$ cat config.mk
export PLATFORM = sky130hd
export DESIGN_NAME = wrs_ctrl
export DESIGN_NICKNAME = d
export VERILOG_FILES = /design/src/rtl/wrs_pkg.sv /design/src/rtl/wrs_ctrl.sv
export SDC_FILE = /design/constraint.sdc
export NUM_CORES = 1
export LEC_CHECK = 0
export ABC_AREA = 0
export BUFFER_PORTS_ARGS = -buffer_cell sky130_fd_sc_hd__buf_2
export CORE_AREA = 3 3 40 42
export DETAILED_ROUTE_END_ITERATION = 10
export DIE_AREA = 0 0 43 45
export MAX_ROUTING_LAYER = met4
export SLEW_MARGIN = 20
export SYNTH_ARGS = -nofsm -noshare
export SYNTH_HDL_FRONTEND = slang
export SYNTH_SLANG_ARGS = --single-unit
export TNS_END_PERCENT = 30
$ cat constraint.sdc
create_clock -name clk_i -period 2.9 [get_ports clk_i]
set_input_delay 0.58 -clock clk_i [delete_from_list [all_inputs] [get_ports clk_i]]
set_output_delay 0.58 -clock clk_i [all_outputs]
set_load 0.02 [all_outputs]
$ cat src/rtl/wrs_pkg.sv
// Package with the shared constants and control types of the weighted random selector.
package wrs_pkg;

  // Table geometry and field widths.
  localparam int unsigned TableDepth = 1024;
  localparam int unsigned IdxBits    = 10;
  localparam int unsigned CountBits  = 11;
  localparam int unsigned WeightBits = 32;
  localparam int unsigned RandBits   = 31;
  localparam int unsigned ProdBits   = WeightBits + RandBits;

  // Request codes.
  localparam logic ReqLoad   = 1'b0;
  localparam logic ReqSample = 1'b1;

  // Controller states, one-hot.
  typedef enum logic [4:0] {
    StIdle  = 5'b00001,
    StRdTot = 5'b00010,
    StMul   = 5'b00100,
    StSrch  = 5'b01000,
    StChk   = 5'b10000
  } wrs_state_e;

  // Commands from the controller to the datapath.
  typedef struct packed {
    logic wr_entry;   // write a load beat into the table
    logic cap;        // capture a sample beat
    logic mul;        // form the key from the total
    logic step;       // one binary search step
    logic chk_rd;     // read the lower bound entry
    logic chk_take;   // register the selected index
  } wrs_cmd_t;

  // Status from the datapath to the controller.
  typedef struct packed {
    logic more;       // search interval still wider than one
  } wrs_sts_t;

endpackage

$ cat src/rtl/wrs_ctrl.sv
// Controller state machine of the weighted random selector.
module wrs_ctrl (
  input  logic              clk_i,
  input  logic              rst_ni,
  input  logic              in_valid_i,
  output logic              in_ready_o,
  input  logic              req_type_i,
  output logic              out_valid_o,
  input  logic              out_ready_i,
  input  wrs_pkg::wrs_sts_t sts_i,
  output wrs_pkg::wrs_cmd_t cmd_o
);
  import wrs_pkg::*;

  wrs_state_e state_q, state_d;
  logic       out_valid_q, out_valid_d;
  logic       in_fire;
  logic       out_free;

  assign in_ready_o  = (state_q == StIdle);
  assign in_fire     = in_valid_i && in_ready_o;
  assign out_free    = !out_valid_q || out_ready_i;
  assign out_valid_o = out_valid_q;

  // Next state and datapath commands.
  always_comb begin
    state_d = state_q;
    cmd_o   = '0;
    unique case (state_q)
      StIdle: begin
        if (in_fire && req_type_i == ReqLoad) begin
          cmd_o.wr_entry = 1'b1;
        end else if (in_fire && req_type_i == ReqSample) begin
          cmd_o.cap = 1'b1;
          state_d   = StRdTot;
        end
      end
      StRdTot: begin
        state_d = StMul;
      end
      StMul: begin
        cmd_o.mul = 1'b1;
        state_d   = sts_i.more ? StSrch : StChk;
      end
      StSrch: begin
        cmd_o.step = 1'b1;
        state_d    = sts_i.more ? StSrch : StChk;
      end
      StChk: begin
        cmd_o.chk_rd = 1'b1;
        if (out_free) begin
          cmd_o.chk_take = 1'b1;
          state_d        = StIdle;
        end
      end
      default: state_d = StIdle;
    endcase
  end

  // Output valid: set when a result is registered, cleared when taken.
  always_comb begin
    out_valid_d = out_valid_q;
    if (out_valid_q && out_ready_i) begin
      out_valid_d = 1'b0;
    end
    if (cmd_o.chk_take) begin
      out_valid_d = 1'b1;
    end
  end

  always_ff @(posedge clk_i or negedge rst_ni) begin
    if (!rst_ni) begin
      state_q     <= StIdle;
      out_valid_q <= 1'b0;
    end else begin
      state_q     <= state_d;
      out_valid_q <= out_valid_d;
    end
  end

endmodule

-- Word level (Yosys, flattened, before mapping)
Index checks and enable logic that the tools add are counted.
- bits in registers: 6
- input bits: 6
- output and inout port bits: 8
- word-level logic and storage cells: 35
- eq/ne operators: 8
- mux-type cells: 15
- bitwise operators: 1
- reductions and logical operators: 9
- operator list (kind ; count):
    5-bit two-way mux ; 4
    5-bit one-hot mux with 4 select lines ; 1
    1-bit two-way mux ; 8
    5-bit by 1-bit == test with 1-bit output (second input constant) ; 1
    5-bit by 2-bit == test with 1-bit output (second input constant) ; 1
    5-bit by 3-bit == test with 1-bit output (second input constant) ; 1
    5-bit by 4-bit == test with 1-bit output (second input constant) ; 1
    5-bit == test (second input constant) ; 1
    1-bit logical AND ; 4
    2-bit two-way mux ; 2
    2-bit != test (second input constant) ; 2
    3-bit AND reduction ; 1
    2-bit by 1-bit != test with 1-bit output (second input constant) ; 1
    2-bit nonzero test ; 1
    2-bit OR reduction ; 1
    1-bit logical NOT ; 1
    1-bit logical OR ; 1
    1-bit NOT ; 1

-- Longest topological paths before layout
- word-level depth: 6
- depth in mapped cells: 4
- depth with buffers taken out: 3

-- Worst setup path before layout
Ideal clock, no wire load.
- path type: flip-flop to output port
- start: register state_q[0]
- end: output port cmd_o[5] in the netlist's numbering
- arrival: 1.584 ns
- required time: 2.320 ns
- path slack: 0.736 ns
- cell stages (with the launch flop): 4
- buffers on the path: 0
- cells stage by stage: dfstp_2 > or3b_1 > nor3_2 > and3b_1
- RTL lines (item ; line ; text):
    start, declared ; wrs_ctrl.sv:15 ; wrs_state_e state_q, state_d;
    start signal, assigned ; wrs_ctrl.sv:73 ; state_q <= StIdle;
    start signal, assigned ; wrs_ctrl.sv:76 ; state_q <= state_d;
    end, declared ; wrs_ctrl.sv:11 ; output wrs_pkg::wrs_cmd_t cmd_o

==> out/results.txt <==
outcome -> finished clean
CTS Sinks -> 6
final setup vio count -> 0
critical path class -> reg2out
# hold bufs at CTS -> 0
die height -> 45 microns
Root Driver -> clkbuf_4
global-route wire length before repair -> 1.20 mm
Setup crit end kind -> output pin
post-synthesis sequential area ratio -> 0.450
full die area -> 0.00194 sq mm
Reg clk slew, reported paths -> 0.06 ns
Startpoint Class -> flip-flop
syn_nets -> 37
reg2reg path depth -> 3
I/O pins -> 14
DR vias/cell -> 4.56
Port Buffer Count -> 13
non-filler cells, final -> 62
Fin Setup TNS -> 0 ns
Buf/Inv on CP -> 1
routed len/inst -> 10.7 microns
DRC Markers -> 0
relative slew slack -> 0.776
Std-Cell Rows -> 13
cts bufs inserted -> 3
initial DRC count -> 2
post-route cell area -> 439 sq um
antenna viol nets, final -> 0
RSZ-0062 raised after global routing -> false
via count -> 283
final net count -> 54
CP peak stage delay -> 0.54 ns
Pins Over Slew Limit -> 0
Crit. path cell count -> 4
yosys warns -> 0
post-CTS resize count -> 0
Setup WS pre-CTS -> 0.881 ns
slowest CP cell -> dfstp_2
worst-path fanout max -> 4
core area -> 0.00128 sq mm
syn avg cell area -> 10.9 sq um
crit share post-route -> 0.782
family with the most delay on the worst path -> simple AND/OR/NAND/NOR gates
final worst path period need -> 2.27 ns
VDD IR max -> 0.273 mV
Max Clk Rate -> 441 MHz
fill cell count -> 139
Die Wd -> 43 microns
gr usage total -> 0.0899
power per standard cell area -> 487 mW/mm^2
GPL Wtd Cong -> 0.713
vias in the first global route -> 270
Max Cap Viol -> 0
final hold vios -> 0
Max Clock Skew -> 0.0176 ns
Placed Cells -> 58
HPWL Detailed -> 524 microns
Pleak -> 0.225 nW
WL final -> 662 microns
CP arrival -> 1.69 ns
Worst-Margin Slew -> 0.334 ns
Hold Path Class -> in2async
final design utilization -> 0.342
post-synthesis cell type count -> 20
total power -> 0.214 mW
Post-CTS Setup Bufs -> 0
# diodes -> 0
mapped cell area -> 337 sq um
initial antenna violation count -> 0
starting density of the core -> 0.262
CTS tree -> done
first-pass iteration count of the detailed router -> 2
crit-path cells -> or3b_1 > nor3_2 > and3b_1 > buf_2
largest net degree at the start of global routing -> 7
Yosys reg bits -> 6
Overflow after GRT -> 0
post-place instance area -> 413 sq um
layout cell share with drive strength beyond 1 -> 0.468
final worst slack -> 0.632 ns
final hold slack -> 0.139 ns
Synth-to-Final Area Change -> 30.5%
clock buffer depth -> 2
Clock Latency Late Sink -> 0.25 ns
Synth Instances -> 31
H-tree Lvls -> 1
Required @ worst endpoint -> 2.32 ns
==> cell usage in the layout (no fill, tap or decap) <==
cell type and count:
buf_2 13, dfrtp_1 5, nor3b_1 4, clkbuf_4 3, and3_1 2, inv_1 2, or3_4 2, nand2_1 2
or3_1 1, or3b_1 1, nor3_2 1, nand2b_1 1, nor2b_2 1, and3b_1 1, nor2_1 1, xnor2_1 1
o22ai_1 1, nor4_1 1, a211oi_1 1, o32ai_2 1, clkbuf_1 1, dfstp_2 1
==> final timing paths <==
| kind | from | end | slack, ns |
|---|---|---|---|
| setup / recovery | state_q[0] | cmd_o[5] | 0.63 |
| hold / removal | rst_ni | state_q[2] | 0.14 |
| setup reg to reg | state_q[3] | state_q[4] | 1.52 |
| hold reg to reg | state_q[4] | state_q[2] | 0.54 |
| max in group asynchronous | rst_ni | state_q[0] | 2.52 |
| min in group clk_i | state_q[4] | state_q[2] | 0.54 |
==> flip-flops by register name, summed over array words and instances (netlist names) <==
name / flops
out_valid_o: 1
state_q: 5
==> cells in the mapped netlist <==
cell type  number  area [sq um]
nor3_2          1          10.0
xnor2_1         1          8.76
or3b_1          1          8.76
a211oi_1        1          7.51
or3_4           2          22.5
buf_4           1          7.51
nand2_1         2          7.51
nor2b_2         1          8.76
nor2_1          1          3.75
nor4_1          1          6.26
o22ai_1         1          6.26
or3_1           1          6.26
and3_1          2          12.5
dfstp_2         1          26.3
o32ai_2         1          16.3
nor3b_1         4          30.0
nand2b_1        1          6.26
inv_1           2          7.51
and3b_1         1          8.76
dfrtp_1         5           125
==> cell type report <==
type,count,area (sq um),area share
timing repair buffer,13,65.1,0.148
clock buffer,4,26.3,0.0598
tap,15,18.8,0.0427
inverter,2,7.51,0.0171
sequential,6,151,0.345
multi-input combinational,22,170,0.387
==> metal layers <==
layer | global-route usage | wire, microns
met1 | 0.113 | 283
met2 | 0.114 | 312
met3 | 0.0677 | 58
met4 | 0.0181 | 7
met5 | - | 0
==> where the power goes <==
part	leakage [nW]	internal [mW]	switching, mW
sequential	0.0796	0.0882	0.00357
combinational	0.131	0.0158	0.0201
clock	0.0150	0.0523	0.0339
==> cell families after synthesis <==
logic type / share of synthesized area
AND/OR/NAND/NOR: 0.390
flip-flops: 0.450
AO/OA/AOI/OAI: 0.0893
buffers and inverters: 0.0446
XOR/XNOR: 0.0260
Note: power is estimated with default switching activity, not from simulation.
